==> config.mk <==
export PLATFORM = sky130hd
export DESIGN_NAME = terminal_key_decoder
export DESIGN_NICKNAME = d
export VERILOG_FILES = /design/src/design/tkd_pkg.sv /design/src/design/tkd_telnet.sv /design/src/design/tkd_keymap.sv /design/src/design/terminal_key_decoder.sv
export SDC_FILE = /design/constraint.sdc
export NUM_CORES = 1
export LEC_CHECK = 0
export ABC_AREA = 1
export BUFFER_PORTS_ARGS = -buffer_cell sky130_fd_sc_hd__buf_4
export CAP_MARGIN = 20
export CORE_MARGIN = 2
export CORE_UTILIZATION = 55
export CTS_CLUSTER_DIAMETER = 150
export DETAILED_ROUTE_END_ITERATION = 12
export PLACE_DENSITY_LB_ADDON = 0.12
export SKIP_LAST_GASP = 1
export SLEW_MARGIN = 20
export SYNTH_ARGS = -nofsm -noshare
export SYNTH_HDL_FRONTEND = slang
export SYNTH_SLANG_ARGS = --single-unit
export TNS_END_PERCENT = 20
==> constraint.sdc <==
create_clock -name clk -period 4.1 [get_ports clk]
set_input_delay 0.82 -clock clk [delete_from_list [all_inputs] [get_ports clk]]
set_output_delay 0.82 -clock clk [all_outputs]
set_load 0.02 [all_outputs]
==> src/design/tkd_pkg.sv <==
// shared types, byte codes and plain key mapping for the terminal key decoder
package tkd_pkg;

  localparam logic [7:0] BYTE_IAC = 8'd255;
  localparam logic [7:0] BYTE_SB  = 8'd250;
  localparam logic [7:0] BYTE_SE  = 8'd240;
  localparam logic [7:0] BYTE_ESC = 8'h1b;
  localparam logic [7:0] BYTE_DEL = 8'h7f;
  localparam logic [7:0] BYTE_BS  = 8'h08;
  localparam logic [7:0] BYTE_TAB = 8'h09;
  localparam logic [7:0] BYTE_LF  = 8'h0a;
  localparam logic [7:0] BYTE_CR  = 8'h0d;
  localparam logic [7:0] PRINT_LO = 8'd32;

  localparam logic [7:0] RESET_WIDTH  = 8'd80;
  localparam logic [7:0] RESET_HEIGHT = 8'd25;

  typedef enum logic [4:0] {
    ACT_NONE        = 5'd0,
    ACT_LINE_START  = 5'd1,
    ACT_BACK        = 5'd2,
    ACT_ERASE_LINE  = 5'd3,
    ACT_DELETE      = 5'd4,
    ACT_LINE_END    = 5'd5,
    ACT_FORWARD     = 5'd6,
    ACT_BACKSPACE   = 5'd7,
    ACT_KILL_END    = 5'd8,
    ACT_BS_WORD     = 5'd9,
    ACT_HIST_PREV   = 5'd10,
    ACT_HIST_NEXT   = 5'd11,
    ACT_WORD_BACK   = 5'd12,
    ACT_WORD_FWD    = 5'd13,
    ACT_DELETE_WORD = 5'd14,
    ACT_COMPLETE    = 5'd15,
    ACT_HELP        = 5'd16,
    ACT_ENTER       = 5'd17,
    ACT_INSERT      = 5'd18
  } action_t;

  typedef enum logic [1:0] {
    ESC_IDLE    = 2'd0,
    ESC_SEEN    = 2'd1,
    ESC_BRACKET = 2'd2
  } esc_phase_t;

  // action for a byte outside any escape or telnet sequence
  function automatic action_t plain_action(input logic [7:0] b, input logic nl_enter);
    action_t a;
    a = ACT_NONE;
    case (b)
      8'h01:    a = ACT_LINE_START;
      8'h02:    a = ACT_BACK;
      8'h03:    a = ACT_ERASE_LINE;
      8'h04:    a = ACT_DELETE;
      8'h05:    a = ACT_LINE_END;
      8'h06:    a = ACT_FORWARD;
      BYTE_BS:  a = ACT_BACKSPACE;
      BYTE_DEL: a = ACT_BACKSPACE;
      8'h0b:    a = ACT_KILL_END;
      8'h15:    a = ACT_ERASE_LINE;
      8'h17:    a = ACT_BS_WORD;
      BYTE_TAB: a = ACT_COMPLETE;
      8'h3f:    a = ACT_HELP;
      BYTE_CR:  a = ACT_ENTER;
      BYTE_LF:  a = nl_enter ? ACT_ENTER : ACT_NONE;
      default: begin
        if (b >= PRINT_LO && b < BYTE_DEL) a = ACT_INSERT;
        else a = ACT_NONE;
      end
    endcase
    return a;
  endfunction

endpackage

==> src/design/tkd_telnet.sv <==
// telnet command tracking and window size capture
module tkd_telnet #(
  parameter int SUB_DEPTH = 16
) (
  input  logic       clk,
  input  logic       rst,
  input  logic       accept,
  input  logic [7:0] data_byte,
  output logic       consumed,
  output logic [7:0] width_next,
  output logic [7:0] height_next
);

  localparam int CW = $clog2(SUB_DEPTH + 1);

  logic          command_armed;
  logic          in_subnegotiation;
  logic [CW-1:0] sub_count;
  logic [7:0]    sub_byte2;
  logic [7:0]    sub_byte4;
  logic [7:0]    width_reg;
  logic [7:0]    height_reg;
  logic          size_latch;

  assign consumed = (data_byte == tkd_pkg::BYTE_IAC) || command_armed || in_subnegotiation;

  assign size_latch = (data_byte != tkd_pkg::BYTE_IAC) && command_armed &&
                      (data_byte == tkd_pkg::BYTE_SE) && (sub_count >= CW'(5));

  // reported size is the one after this transfer
  assign width_next  = size_latch ? sub_byte2 : width_reg;
  assign height_next = size_latch ? sub_byte4 : height_reg;

  always_ff @(posedge clk) begin
    if (rst) begin
      command_armed     <= 1'b0;
      in_subnegotiation <= 1'b0;
      sub_count         <= '0;
      width_reg         <= tkd_pkg::RESET_WIDTH;
      height_reg        <= tkd_pkg::RESET_HEIGHT;
    end else if (accept) begin
      width_reg  <= width_next;
      height_reg <= height_next;
      if (data_byte == tkd_pkg::BYTE_IAC) begin
        command_armed <= 1'b1;
      end else if (command_armed) begin
        if (data_byte == tkd_pkg::BYTE_SB) begin
          in_subnegotiation <= 1'b1;
          sub_count         <= '0;
          command_armed     <= 1'b0;
        end else if (data_byte == tkd_pkg::BYTE_SE) begin
          in_subnegotiation <= 1'b0;
          // a short subnegotiation keeps command mode armed
          if (sub_count >= CW'(5)) command_armed <= 1'b0;
        end else begin
          command_armed <= 1'b0;
        end
      end else if (in_subnegotiation) begin
        if (sub_count < CW'(SUB_DEPTH)) sub_count <= sub_count + CW'(1);
      end
    end
  end

  // only bytes 2 and 4 of the capture are ever used
  always_ff @(posedge clk) begin
    if (accept && !command_armed && in_subnegotiation &&
        data_byte != tkd_pkg::BYTE_IAC) begin
      if (sub_count == CW'(2)) sub_byte2 <= data_byte;
      if (sub_count == CW'(4)) sub_byte4 <= data_byte;
    end
  end

endmodule

==> src/design/tkd_keymap.sv <==
// escape sequence tracking and key to action mapping
module tkd_keymap (
  input  logic              clk,
  input  logic              rst,
  input  logic              accept,
  input  logic              consumed,
  input  logic [7:0]        data_byte,
  input  logic              newline_is_enter,
  output tkd_pkg::action_t  action
);

  tkd_pkg::esc_phase_t phase;
  tkd_pkg::esc_phase_t phase_next;
  tkd_pkg::action_t    key_action;

  always_comb begin
    phase_next = tkd_pkg::ESC_IDLE;
    key_action = tkd_pkg::ACT_NONE;
    case (phase)
      tkd_pkg::ESC_BRACKET: begin
        case (data_byte)
          8'h41:   key_action = tkd_pkg::ACT_HIST_PREV;
          8'h42:   key_action = tkd_pkg::ACT_HIST_NEXT;
          8'h43:   key_action = tkd_pkg::ACT_FORWARD;
          8'h44:   key_action = tkd_pkg::ACT_BACK;
          default: key_action = tkd_pkg::ACT_NONE;
        endcase
      end
      tkd_pkg::ESC_SEEN: begin
        case (data_byte)
          8'h5b:             phase_next = tkd_pkg::ESC_BRACKET;
          8'h62:             key_action = tkd_pkg::ACT_WORD_BACK;
          8'h66:             key_action = tkd_pkg::ACT_WORD_FWD;
          8'h64:             key_action = tkd_pkg::ACT_DELETE_WORD;
          tkd_pkg::BYTE_BS:  key_action = tkd_pkg::ACT_BS_WORD;
          tkd_pkg::BYTE_DEL: key_action = tkd_pkg::ACT_BS_WORD;
          default:           key_action = tkd_pkg::ACT_NONE;
        endcase
      end
      default: begin
        if (data_byte == tkd_pkg::BYTE_ESC) phase_next = tkd_pkg::ESC_SEEN;
        else key_action = tkd_pkg::plain_action(data_byte, newline_is_enter);
      end
    endcase
  end

  assign action = consumed ? tkd_pkg::ACT_NONE : key_action;

  always_ff @(posedge clk) begin
    if (rst) begin
      phase <= tkd_pkg::ESC_IDLE;
    end else if (accept && !consumed) begin
      phase <= phase_next;
    end
  end

endmodule

==> src/design/terminal_key_decoder.sv <==
// terminal key decoder top level: telnet and key decode feeding a result register
// result: registered, on m_tdata in the cycle after the input transfer
// throughput: one byte per cycle while m_tready is high; the single result register frees as it is taken
// s_tready is high whenever the result register is empty or being read
// reset: synchronous rst clears command, capture and escape state, size to 80 x 25
module terminal_key_decoder #(
  parameter int SUB_DEPTH = 16
) (
  input  logic        clk,
  input  logic        rst,
  input  logic        s_tvalid,
  output logic        s_tready,
  input  logic [7:0]  s_tdata,   // [7:0] data_byte
  input  logic        s_tuser,   // [0] newline_is_enter
  output logic        m_tvalid,
  input  logic        m_tready,
  output logic [31:0] m_tdata    // [4:0] action, [12:5] insert_char,
                                 // [20:13] term_width, [28:21] term_height
);

  logic             accept;
  logic             consumed;
  logic [7:0]       width_next;
  logic [7:0]       height_next;
  tkd_pkg::action_t action;

  logic [4:0]       action_q;
  logic [7:0]       insert_q;
  logic [7:0]       width_q;
  logic [7:0]       height_q;

  assign s_tready = !m_tvalid || m_tready;
  assign accept   = s_tvalid && s_tready;

  tkd_telnet #(
    .SUB_DEPTH (SUB_DEPTH)
  ) u_telnet (
    .clk         (clk),
    .rst         (rst),
    .accept      (accept),
    .data_byte   (s_tdata),
    .consumed    (consumed),
    .width_next  (width_next),
    .height_next (height_next)
  );

  tkd_keymap u_keymap (
    .clk              (clk),
    .rst              (rst),
    .accept           (accept),
    .consumed         (consumed),
    .data_byte        (s_tdata),
    .newline_is_enter (s_tuser),
    .action           (action)
  );

  always_ff @(posedge clk) begin
    if (rst) begin
      m_tvalid <= 1'b0;
    end else if (accept) begin
      m_tvalid <= 1'b1;
    end else if (m_tready) begin
      m_tvalid <= 1'b0;
    end
  end

  always_ff @(posedge clk) begin
    if (accept) begin
      action_q <= action;
      insert_q <= (action == tkd_pkg::ACT_INSERT) ? s_tdata : 8'd0;
      width_q  <= width_next;
      height_q <= height_next;
    end
  end

  assign m_tdata = {3'b000, height_q, width_q, insert_q, action_q};

endmodule
# ---- Yosys cells after proc, flatten, opt, wreduce, memory -nomap -nowiden
# Cells that the tools add are included.
dict set report op_classes {
  bitwise_logic 1
  muxes 26
  magnitude_cmp 4
  reduce_logical 25
  n_eq_ne 34
  addsub 1
}
# op count
set op_table {}
lappend op_table {{equality test 8 x 7 -> 1 bit (second input constant)} 9}
lappend op_table {{one-hot mux 5 bit (13 select lines)} 1}
lappend op_table {{equality test 8 x 4 -> 1 bit (second input constant)} 5}
lappend op_table {{2-to-1 mux 5 bit} 8}
lappend op_table {{one-hot mux 4 bit (4 select lines)} 2}
lappend op_table {{equality test 8 x 3 -> 1 bit (second input constant)} 3}
lappend op_table {{equality test 8 x 5 -> 1 bit (second input constant)} 3}
lappend op_table {{equality test 8 bit (second input constant)} 3}
lappend op_table {{equality test 8 x 2 -> 1 bit (second input constant)} 2}
lappend op_table {{2-to-1 mux 8 bit} 2}
lappend op_table {{2-to-1 mux 1 bit} 10}
lappend op_table {{one-hot mux 5 bit (2 select lines)} 1}
lappend op_table {{logical AND 1 bit} 9}
lappend op_table {{equality test 8 x 1 -> 1 bit (second input constant)} 1}
lappend op_table {{equality test 8 x 6 -> 1 bit (second input constant)} 1}
lappend op_table {{>= comparator 8 x 6 -> 1 bit (second input constant)} 1}
lappend op_table {{< comparator 8 x 7 -> 1 bit (second input constant)} 1}
lappend op_table {{!= test 8 bit (second input constant)} 1}
lappend op_table {{nonzero test 2 bit} 4}
lappend op_table {{adder 5 x 1 -> 5 bit (second input constant)} 1}
lappend op_table {{equality test 5 x 2 -> 1 bit (second input constant)} 1}
lappend op_table {{equality test 5 x 3 -> 1 bit (second input constant)} 1}
lappend op_table {{equality test 5 bit (second input constant)} 1}
lappend op_table {{>= comparator 5 x 3 -> 1 bit (second input constant)} 1}
lappend op_table {{13 further kinds} 19}
dict set report totals {
  out_inout_bits 34
  inputBits 13
  register_bits 71
  elab_cells 104
}

# ---- Logic depth before layout (Yosys ltp)
# Gate-level depths: netlist of the first run.
dict set report depth {
  depth_word 8
  ltp_mapped 14
  ltp_nobuf 14
}

# ---- Hierarchy
# Synthesis of the first run repeated with hierarchy kept, for this count alone.
dict set report unflattened {
  cells_unflattened 452
  area_unflattened_um2 3747.3
}
# module seq_area_each_um2 area_each_um2 cells_each n_inst
set modules_own_cells {}
lappend modules_own_cells {tkd_telnet 940.9 2044.5 260 1}
lappend modules_own_cells {terminal_key_decoder 890.9 1024.7 59 1}
lappend modules_own_cells {tkd_keymap 40.0 678.2 133 1}

# ---- Least setup slack after synthesis of the first run
# No wires, ideal clock.
dict set report synth_timing {
  path_type {input to register}
  startpoint {input m_tready}
  endpoint {register u_telnet.sub_byte2[0] (enable)}
  path_buffers 1
  path_stages 7
  arrival_time_ps 3021
  setup_slack_ps 708
  setup_ps 370
  t_required_ps 3730
  path_cell_list {inv_1 -> nand2_1 -> nand2_1 -> inv_2 -> clkbuf_1 -> nand4_1 -> nor2_1}
}
dict set report synth_between {
  elab_chain_len 6
}
# item line_no
set synth_rtl {}
lappend synth_rtl {{from (decl)} terminal_key_decoder.sv:16} ;# input logic m_tready,
lappend synth_rtl {{logical OR 1 bit} terminal_key_decoder.sv:32} ;# assign s_tready = !m_tvalid || m_tready;
lappend synth_rtl {{named net s_tready} terminal_key_decoder.sv:12} ;# output logic s_tready,
lappend synth_rtl {{logical AND 1 bit} terminal_key_decoder.sv:33} ;# assign accept = s_tvalid && s_tready;
lappend synth_rtl {{named net accept} terminal_key_decoder.sv:21} ;# logic accept;
lappend synth_rtl {{logical AND 1 bit (3 in series)} tkd_telnet.sv:66} ;# if (accept && !command_armed && in_subnegotiation &&
lappend synth_rtl {{AND reduction 2 bit (no line)} n/a}
lappend synth_rtl {{to (signal assigned)} tkd_telnet.sv:68} ;# if (sub_count == CW'(2)) sub_byte2 <= data_byte;
lappend synth_rtl {{to (decl)} tkd_telnet.sv:19} ;# logic [7:0] sub_byte2;
# The timed path passes the listed nets, and every way through them passes these cells.
# A chain may end at the register's enable or synchronous reset.

# ---- Worst setup path after layout of the first run
dict set report layout_timing {
  startpoint {input s_tdata[5]}
  endpoint {register insert_q[3] (data pin)}
}
dict set report layout_between {
  elab_chain_len 8
  word_cells_on_any_way 39
  classes_between {order compare: 2; eq/ne: 25; mux: 7; reduce/logical: 5}
}
# item line_no
set layout_rtl {}
lappend layout_rtl {{from (decl)} terminal_key_decoder.sv:13} ;# input logic [7:0] s_tdata,
lappend layout_rtl {{>= comparator 8 x 6 -> 1 bit or < comparator 8 x 7 -> 1 bit (tied branches)} tkd_pkg.sv:67} ;# if (b >= PRINT_LO && b < BYTE_DEL) a = ACT_INSERT;
lappend layout_rtl {{logical AND 1 bit} tkd_pkg.sv:67}
lappend layout_rtl {{2-to-1 mux 5 bit} tkd_pkg.sv:67}
lappend layout_rtl {{one-hot mux 5 bit (13 select lines)} tkd_pkg.sv:50} ;# case (b)
lappend layout_rtl {{2-to-1 mux 5 bit} tkd_keymap.sv:41} ;# if (data_byte == tkd_pkg::BYTE_ESC) phase_next = tkd_pkg::ESC_SEEN;
lappend layout_rtl {{one-hot mux 5 bit (2 select lines)} tkd_keymap.sv:19} ;# case (phase)
lappend layout_rtl {{2-to-1 mux 5 bit *} tkd_keymap.sv:47} ;# assign action = consumed ? tkd_pkg::ACT_NONE : key_action;
lappend layout_rtl {{named net action[1]} terminal_key_decoder.sv:25} ;# tkd_pkg::action_t action;
lappend layout_rtl {{equality test 5 bit *} terminal_key_decoder.sv:70} ;# insert_q <= (action == tkd_pkg::ACT_INSERT) ? s_tdata : 8'd0;
lappend layout_rtl {{to (signal assigned)} terminal_key_decoder.sv:70}
lappend layout_rtl {{to (decl)} terminal_key_decoder.sv:28} ;# logic [7:0] insert_q;
# Mark *: on every way through the listed nets, which the timed path passes. The rest lies on a longest branch.

==> impl_metrics.json, run 1 <==
{
  "status": "completed",
  "cts_tree": "yes",
  "wl_per_cell_um": 14.1,
  "post_cts_buffers": 0,
  "skew_ns": 0.0125,
  "tightest_slew_ns": 0.780,
  "final_nets": 464,
  "crit_path_start_kind": "primary input",
  "crit_arrival_ns": 2.42,
  "vias": 2767,
  "clkTransAtPathRegs_ns": 0.07,
  "fmaxAchievable_ghz": 0.450,
  "start_util": 0.579,
  "power_frac_clock": 0.379,
  "gp_congestion": 1.02,
  "synthCells": 396,
  "power_leakage_nw": 1.80,
  "area_growth_pct": 17.0,
  "routed_wl_mm": 7.39,
  "io_buffers": 43,
  "seq_area_frac_synth": 0.540,
  "p_int_w": 0.00121,
  "peakVddDrop_uv": 206,
  "ant_nets": 0,
  "maxCapViolCount": 0,
  "crit_chain": "buf_4 > inv_1 > nand2_1 > nor2_1 > nand3_1 > nand2_1 > nor2_1 > nand3_1 > nand2_1 > a21oi_2 > nand2_2 > nor2_1",
  "cts_max_level": 3,
  "die_height_um": 83.4,
  "overflow": 0,
  "max_stage_delay_ns": 0.33,
  "dp_slack_ns": 1.56,
  "grt_util_all_layers": 0.224,
  "power_switching_w": 0.000395,
  "antennaDiodeCount": 0,
  "slowest_stage": "nor2_1",
  "path_class": "in2reg",
  "setup-violations-final": 0,
  "synth_area_mm2": 0.00347,
  "fin_setup_tns_ns": 0,
  "die_w_um": 83.4,
  "p_seq_frac": 0.505,
  "ys_ff_latch": 71,
  "slew_headroom": 0.478,
  "p_comb_frac": 0.116,
  "layout_setup_ws_ns": 1.88,
  "layout-drive-gt1-share": 0.218,
  "coreArea_mm2": 0.00599,
  "vias_per_cell": 5.27,
  "worstPathMaxFanout": 7,
  "min_path_type": "reg2reg",
  "ys.warnings.count": 0,
  "io_pins": 47,
  "final_cells": 525,
  "drv_slew": 0,
  "cts_hold_buf": 0,
  "min_period_ns": 2.22,
  "synthArstFlopShare": 0,
  "endpoint_kind": "flop",
  "clock-sinks": 71,
  "grt_max_degree": 53,
  "syn_avg_cell_area_um2": 8.75,
  "grt_pass1_wl_mm": 12.5,
  "required_ns": 4.30,
  "fin_crit_sh": 0.542,
  "grt_setup_unrepaired": "no",
  "switching_share": 0.247,
  "die-area_mm2": 0.00695,
  "dp_hpwl_mm": 5.18,
  "firstDrtPassIters": 4,
  "final_cell_mix": "nand2_1 (70), nor2_1 (70), inv_1 (54), edfxtp_1 (45), buf_4 (45)",
  "dp_cells": 509,
  "synth_edf_count": 45,
  "root_buffer": "clkbuf_8",
  "hold_viol": 0,
  "cts_made_buffers": 9,
  "drt-initial-drc-count": 128,
  "synthFlopType": "edfxtp_1",
  "row_count": 28,
  "clock_latency_ns": 0.34,
  "synthDistinctLibCells": 37,
  "grt_pass1_vias": 2788,
  "post_cts_resized": 0,
  "drc": 0,
  "clk_path_buf_depth": 2,
  "p_per_area_mw_per_mm2": 395,
  "antenna_found_initial": 0
}
==> cells by family (layout without fill, tap and decap cells) <==
group,after synthesis,count (layout),synth area share
simple gates,189,189,0.239
flops,71,71,0.540
buf+inv,69,120,0.0834
compound gates,55,55,0.0986
fa+ha+maj,6,6,0.0217
mux,5,5,0.0162
other cells,1,4,0.00108
==> metrics by stage <==
| stage | hold WS [ns] | power, W | util | cell area [um2] |
|---|---|---|---|---|
| 5_1_grt | 0.516 | 0.00166 | 0.677 | 4060 |
| 2_1_floorplan | 0.435 | 0.000940 | - | 3480 |
| 3_3_place_gp | 0.443 | 0.00101 | 0.641 | 3840 |
| 6_report | 0.476 | 0.00160 | 0.677 | 4060 |
| 3_5_place_dp | 0.457 | 0.00101 | 0.641 | 3840 |
| 4_1_cts | 0.477 | 0.00161 | 0.677 | 4060 |
==> critical path, delay by kind of cell <==
kind | cells | cell delay, ns
AO/OA/AOI/OAI | 1 | 0.16
buffers and inverters | 2 | 0.27
AND/OR/NAND/NOR | 9 | 1.16
==> path summary, 6_finish.rpt <==
kind | startpoint | end | slack [ns] | cells past startpoint
setup / recovery | s_tdata[5] | insert_q[3] | 1.88 | 12
setup reg to reg | u_telnet.sub_count[1] | width_q[6] | 2.04 | 7
hold reg to reg | u_telnet.height_reg[4] | u_telnet.height_reg[4] | 0.48 | 2
hold / removal | u_telnet.height_reg[4] | u_telnet.height_reg[4] | 0.48 | 2
==> Yosys cell counts (all sizes together), types with 5 or more instances <==
library cell / instances / area, um2
nor2: 79 / 324
nand2: 76 / 300
inv: 59 / 221
edfxtp: 45 / 1350
o21ai: 31 / 193
dfxtp: 26 / 521
nand3: 22 / 128
a21oi: 14 / 73.8
ha: 6 / 75.1
nor3: 6 / 35.0
buf: 5 / 38.8
clkbuf: 5 / 28.8
mux2: 5 / 56.3
==> power by group through the flow <==
stage / clock network [W] / logic [W] / registers (W)
floorplan: 0 / 0.0000890 / 0.000851
global placement: 0 / 0.000183 / 0.000824
detailed placement: 0 / 0.000186 / 0.000826
CTS: 0.000616 / 0.000186 / 0.000810
global route: 0.000639 / 0.000205 / 0.000813
finish: 0.000607 / 0.000186 / 0.000810
==> per-layer routing <==
layer | routed length [um] | part of all wire | vias up | GRT usage
met5 | 0 | 0 | - | 0
met4 | 111 | 0.015 | 0 | 0.106
met3 | 484 | 0.066 | 14 | 0.0537
met2 | 3560 | 0.48 | 96 | 0.380
met1 | 3230 | 0.44 | 1274 | 0.268
li1 | - | - | 1383 | -
==> cell type report <==
class | count | area [um2]
Fill cell | 495 | 1940
Inverter | 59 | 221
Sequential cell | 71 | 1870
Multi-Input combinational cell | 259 | 1320
Clock buffer | 11 | 131
Timing Repair Buffer | 45 | 338
Tap cell | 75 | 93.8
Clock inverter | 5 | 82.6
(Power assumes the default switching activity.)
==> run 2, diff against run 1 <==
Settings changed: ABC_AREA 1 to 0, CORE_UTILIZATION 55 to 51.
Clock period 4.1 ns to 1.92 ns, I/O delays scaled along.
==> run 2 against run 1 <==
Non-clock buffer count up 31. Sequential cell count unchanged. Utilization shrank 1.0 points. Clock power rose by 110%.
==> impl_metrics.json, run 2 <==
{
  "clkTransAtPathRegs_ns": 0.08,
  "final_nets": 376,
  "post-synth-top-area-fraction": 0.408,
  "area.sequential_mm2": 0.00187,
  "endpoint_kind": "flop",
  "dp_hpwl_mm": 4.92,
  "root_buffer": "clkbuf_8",
  "clock_latency_ns": 0.34,
  "syn_avg_cell_area_um2": 11.7,
  "drc": 0,
  "fin_setup_tns_ns": 0,
  "multi_input_area_mm2": 0.00135,
  "reg2reg_from": "u_telnet.sub_count[1]",
  "layout-drive-gt1-share": 0.334,
  "path_class": "reg2reg",
  "clk_path_buf_depth": 2,
  "vias_per_cell": 5.47,
  "io_buffers": 43,
  "fmaxAchievable_ghz": 0.560,
  "power_switching_w": 0.000732,
  "r2r_end": "u_telnet.height_reg[0]",
  "max_stage_delay_ns": 0.33,
  "worstHoldPathCells": 1,
  "die-area_mm2": 0.00715,
  "grt_max_degree": 23,
  "required_ns": 2.15,
  "skew_ns": 0.00970,
  "min_period_ns": 1.78,
  "power_frac_clock": 0.398,
  "holdPathEnd": "u_telnet.sub_byte2[2]",
  "start_util": 0.525,
  "design_area_mm2": 0.00421,
  "fin_hold_ws_ns": 0.267,
  "nFillCells": 518,
  "synthFlopType": "edfxtp_1",
  "routed_wl_mm": 7.01,
  "crit_arrival_ns": 2.01,
  "row_count": 29,
  "p_seq_frac": 0.517,
  "fin_crit_sh": 0.929,
  "peakVddDrop_uv": 499,
  "crit_chain": "inv_1 > ha_1 > o31ai_2 > nand2_1 > nor4b_4 > buf_12 > buf_12 > a211o_1",
  "cts_tree": "yes",
  "slowest_stage": "dfxtp_1",
  "cp_common_cell": "buf_12",
  "hold_viol": 0,
  "gp_congestion": 0.917,
  "grt_util_all_layers": 0.203,
  "synth_area_mm2": 0.00331,
  "synthCells": 283,
  "synthTopCellsByCount": "edfxtp_1 (45), nor2_1 (31), dfxtp_1 (26), mux2_2 (17), mux2i_1 (13)",
  "place_area_mm2": 0.00398,
  "synthDistinctLibCells": 53,
  "area_growth_pct": 27.1,
  "wl_per_cell_um": 16.0,
  "power_leakage_nw": 1.58,
  "hold_start": "s_tdata[2]",
  "maxCapViolCount": 0,
  "final_common_cell": "buf_4",
  "synth_top_area_cell": "edfxtp_1",
  "synthArstFlopShare": 0,
  "r2r_cells": 8,
  "vias": 2400,
  "dp_cells": 423,
  "clock-sinks": 71,
  "p_total_w": 0.00321,
  "switching_share": 0.228,
  "p_int_w": 0.00248,
  "status": "completed",
  "antennaDiodeCount": 0,
  "ys.warnings.count": 0,
  "ant_nets": 0,
  "worstPathMaxFanout": 12,
  "grt_pass1_wl_mm": 11.3,
  "final_cells": 439,
  "io_pins": 47,
  "cts_hold_buf": 0,
  "die_w_um": 84.6,
  "final_cell_mix": "buf_4 (71), edfxtp_1 (45), nor2_1 (30), dfxtp_1 (26), mux2_2 (17)",
  "drt-initial-drc-count": 112,
  "overflow": 0,
  "grt_pass1_vias": 2338,
  "firstDrtPassIters": 4,
  "post_cts_resized": 1,
  "netlist_top_cells_area": "edfxtp_1 (41%), dfxtp_1 (16%), mux2_2 (5.8%), mux2i_1 (3.9%), nor2_1 (3.5%)",
  "crit_path_start_kind": "flop",
  "cts_made_buffers": 9,
  "p_comb_frac": 0.085,
  "post_cts_buffers": 0,
  "ys_ff_latch": 71,
  "seq_area_frac_synth": 0.565,
  "grt_setup_unrepaired": "no",
  "cts_max_level": 3,
  "p_per_area_mw_per_mm2": 763,
  "synth_edf_count": 45,
  "synth.most_common_cell": "edfxtp_1",
  "min_path_type": "in2reg",
  "setup-violations-final": 0,
  "coreArea_mm2": 0.00631,
  "drv_slew": 0,
  "rrSetupSlack_ns": 0.14,
  "antenna_found_initial": 0,
  "die_height_um": 84.6
}
==> run 2: cell count changes in the layout (fill, tap and decap cells not counted), moves of 7 or more <==
cell	change
nand2_1	-59
inv_1	-44
nor2_1	-40
buf_4	+26
nand3_1	-14
mux2i_1	+13
mux2_2	+12
o21ai_0	-11
o21ai_2	-10
nor2b_1	+9
nand2b_1	+7
nor2_2	-7
==> run 2: cells by family after synthesis <==
family / Yosys count / synth area share
mux: 30 / 0.0971
simple gates: 104 / 0.173
xor+xnor: 3 / 0.00793
compound gates: 42 / 0.0903
other cells: 1 / 0.00113
fa+ha+maj: 6 / 0.0227
buf+inv: 26 / 0.0427
flops: 71 / 0.565
==> run 2: how the worst max path moves through the flow <==
stage / startpoint / end / slack, ns / cells after the start
global placement: s_tdata[3] / u_telnet.height_reg[0] / -0.04 / 7
finish: u_telnet.sub_count[1] / u_telnet.height_reg[0] / 0.14 / 8
global route: u_telnet.sub_count[1] / u_telnet.height_reg[0] / 0.02 / 8
floorplan: s_tdata[2] / u_telnet.sub_byte2[0] / -0.03 / 5
CTS: u_telnet.sub_count[1] / u_telnet.height_reg[0] / 0.05 / 8
detailed placement: s_tdata[1] / insert_q[3] / -0.09 / 6
==> run 2: area by class of cell <==
class / count / share of cell area
multi-input cells: 189 / 0.322
repair buffers: 76 / 0.150
well taps: 77 / 0.0229
clock inverters: 4 / 0.0122
flip-flops and latches: 71 / 0.445
inverters: 10 / 0.00892
clock buffers: 12 / 0.0395
==> run 2: layer usage <==
metal  wire, um  share of wire  global-route usage
met3        434          0.062              0.0423
met1       3250           0.46               0.275
met4         65         0.0093              0.0952
met5          0              0                   0
met2       3260           0.46               0.313
==> run 2: power by group through the flow <==
stage | registers (W) | logic (W) | clock network, W
2_1_floorplan | 0.00173 | 0.000103 | 0
3_3_place_gp | 0.00169 | 0.000272 | 0
3_5_place_dp | 0.00169 | 0.000273 | 0
4_1_cts | 0.00166 | 0.000275 | 0.00130
5_1_grt | 0.00166 | 0.000294 | 0.00137
6_report | 0.00166 | 0.000274 | 0.00128
==> run 2: worst max-delay path: cells and delay by family, from the launching register on <==
kind | cells | cell delay (ns)
buffers and inverters | 3 | 0.35
and+or+nand+nor | 2 | 0.28
DFF | 1 | 0.33
AOI/OAI and AO/OA | 2 | 0.53
adders and majority gates | 1 | 0.18
==> run 2: through the flow <==
step / setup WS (ns) / util
finish: 0.135 / 0.667
global route: 0.0243 / 0.667
CTS: 0.0514 / 0.666
detailed placement: -0.0905 / 0.630
global placement: -0.0432 / 0.630
floorplan: -0.0328 / -
==> run 3, diff against run 2 <==
Settings changed: RECOVER_POWER set to 50.
==> run 3 against run 2 <==
Die area unchanged. Critical path type is now in2reg. Fmax shrank 4.7%. Design area shrank 3.8%. Highest routed layer unchanged. Clock skew fell by 0.00076 ns. Worst setup slack lost 0.087 ns. Utilization fell by 2.5 points. Sequential power hardly changed. Critical endpoint unchanged. Register-to-register slack is essentially flat. Combinational power shrank 13%. Critical path depth fell by 1. Total power fell by 0.90%. Wire length down 0.37%.
==> impl_metrics.json, run 3 (synthesized netlist as in run 2, its figures left out) <==
{
  "dp_cells": 423,
  "slowest_stage": "nor4b_4",
  "tightest_slew_ns": 0.610,
  "coreArea_mm2": 0.00631,
  "max_stage_delay_ns": 0.35,
  "ant_nets": 0,
  "required_ns": 2.16,
  "skew_ns": 0.00893,
  "root_buffer": "clkbuf_8",
  "crit_chain": "clkbuf_1 > and4_1 > nand3_2 > nor4b_4 > buf_12 > and2b_1 > a211o_1",
  "grt_pass1_vias": 2338,
  "fin_crit_sh": 0.975,
  "peakVddDrop_uv": 498,
  "min_path_type": "in2reg",
  "crit_arrival_ns": 2.11,
  "grt_pass1_wl_mm": 11.3,
  "die_height_um": 84.6,
  "worstPathMaxFanout": 10,
  "clk_path_buf_depth": 2,
  "antennaDiodeCount": 0,
  "dp_slack_ns": -0.0905,
  "routed_wl_mm": 6.98,
  "wl_per_cell_um": 15.9,
  "cts_tree": "yes",
  "io_buffers": 43,
  "layout-drive-gt1-share": 0.218,
  "drt-initial-drc-count": 130,
  "setup-violations-final": 0,
  "gp_congestion": 0.917,
  "die-area_mm2": 0.00715,
  "antenna_found_initial": 0,
  "die_w_um": 84.6,
  "hold_viol": 0,
  "worst-path-buf-inv": 2,
  "grt_setup_unrepaired": "no",
  "clkTransAtPathRegs_ns": 0.08,
  "cts_max_level": 3,
  "overflow": 0,
  "io_pins": 47,
  "layout_setup_ws_ns": 0.0480,
  "status": "completed",
  "vias": 2413,
  "clock-sinks": 71,
  "final_cell_mix": "edfxtp_1 (45), clkbuf_1 (43), nor2_1 (30), dfxtp_1 (26), buf_4 (25)",
  "clock_latency_ns": 0.34,
  "drc": 0,
  "final_common_cell": "edfxtp_1",
  "cts_made_buffers": 9,
  "place_area_mm2": 0.00398,
  "start_util": 0.525,
  "drv_slew": 0,
  "crit_path_start_kind": "primary input",
  "fmaxAchievable_ghz": 0.534,
  "firstDrtPassIters": 4,
  "power_leakage_nw": 1.42,
  "p_per_area_mw_per_mm2": 786,
  "slew_headroom": 0.593,
  "maxCapViolCount": 0,
  "final_nets": 376,
  "final_cells": 439,
  "vias_per_cell": 5.50,
  "design_area_mm2": 0.00405,
  "path_class": "in2reg",
  "grt_util_all_layers": 0.203,
  "grt_max_degree": 23,
  "cp_top_family": "simple AND/OR/NAND/NOR gates",
  "min_period_ns": 1.87,
  "row_count": 29,
  "endpoint_kind": "flop",
  "area_growth_pct": 22.3,
  "dp_hpwl_mm": 4.92
}
==> run 3: cell count changes in the layout (fill, tap and decap cells not counted) <==
cell      before  now
clkbuf_2       0    1
clkbuf_1       1   43
clkbuf_4       0    3
buf_4         71   25
==> run 3: path summary, 6_finish.rpt <==
path | from | end | slack, ns | cells past startpoint
worst max-delay path | s_tdata[6] | u_telnet.height_reg[0] | 0.05 | 7
worst min-delay path | s_tvalid | m_tvalid | 0.30 | 3
worst max register to register | u_telnet.sub_count[1] | u_telnet.height_reg[0] | 0.13 | 8
worst min register to register | u_telnet.sub_byte4[4] | u_telnet.height_reg[4] | 0.49 | 1
==> run 3: through the flow <==
step                       util  hold slack [ns]  TNS (ns)  power, W
after floorplan               -            0.448    -0.421   0.00184
after global placement    0.630            0.461    -0.503   0.00197
after detailed placement  0.630            0.471     -1.30   0.00197
after CTS                 0.666            0.255         0   0.00324
after global routing      0.641            0.301         0   0.00329
final                     0.641            0.299         0   0.00318
==> run 3: what timing repair did <==
item	CTS	global route
setup endpoints to repair	3	11
gates resized for setup	1	2
buffers inserted	0	0
hold buffers	0	0
==> run 3: layer usage <==
metal / wire (um) / up-vias / track usage
li1: - / 1181 / -
met1: 3220 / 1151 / 0.275
met2: 3190 / 68 / 0.313
met3: 454 / 13 / 0.0423
met4: 116 / 0 / 0.0952
met5: 0 / - / 0
==> run 3: power by group <==
| group | internal, W | switching, W | leakage (nW) |
|---|---|---|---|
| Sequential | 0.00165 | 0.00000830 | 0.628 |
| Clock | 0.000715 | 0.000570 | 0.108 |
| Combinational | 0.0000763 | 0.000161 | 0.687 |
| Total | 0.00244 | 0.000739 | 1.42 |
==> run 3: worst register-to-register path, cell delays in order, from the launching register on <==
cell and delay, ns:
dfxtp_1 0.33, inv_1 0.06, ha_1 0.18, o31ai_2 0.24, nand2_1 0.13, nor4b_4 0.17, buf_12 0.14, buf_12 0.15
a211o_1 0.29
==> run 3: cell type report <==
cell class | instances | area [um2]
Inverter | 10 | 37.5
Sequential cell | 71 | 1870
Clock buffer | 12 | 166
Multi-Input combinational cell | 189 | 1350
Timing Repair Buffer | 76 | 473
Fill cell | 546 | 2260
Clock inverter | 4 | 51.3
Tap cell | 77 | 96.3
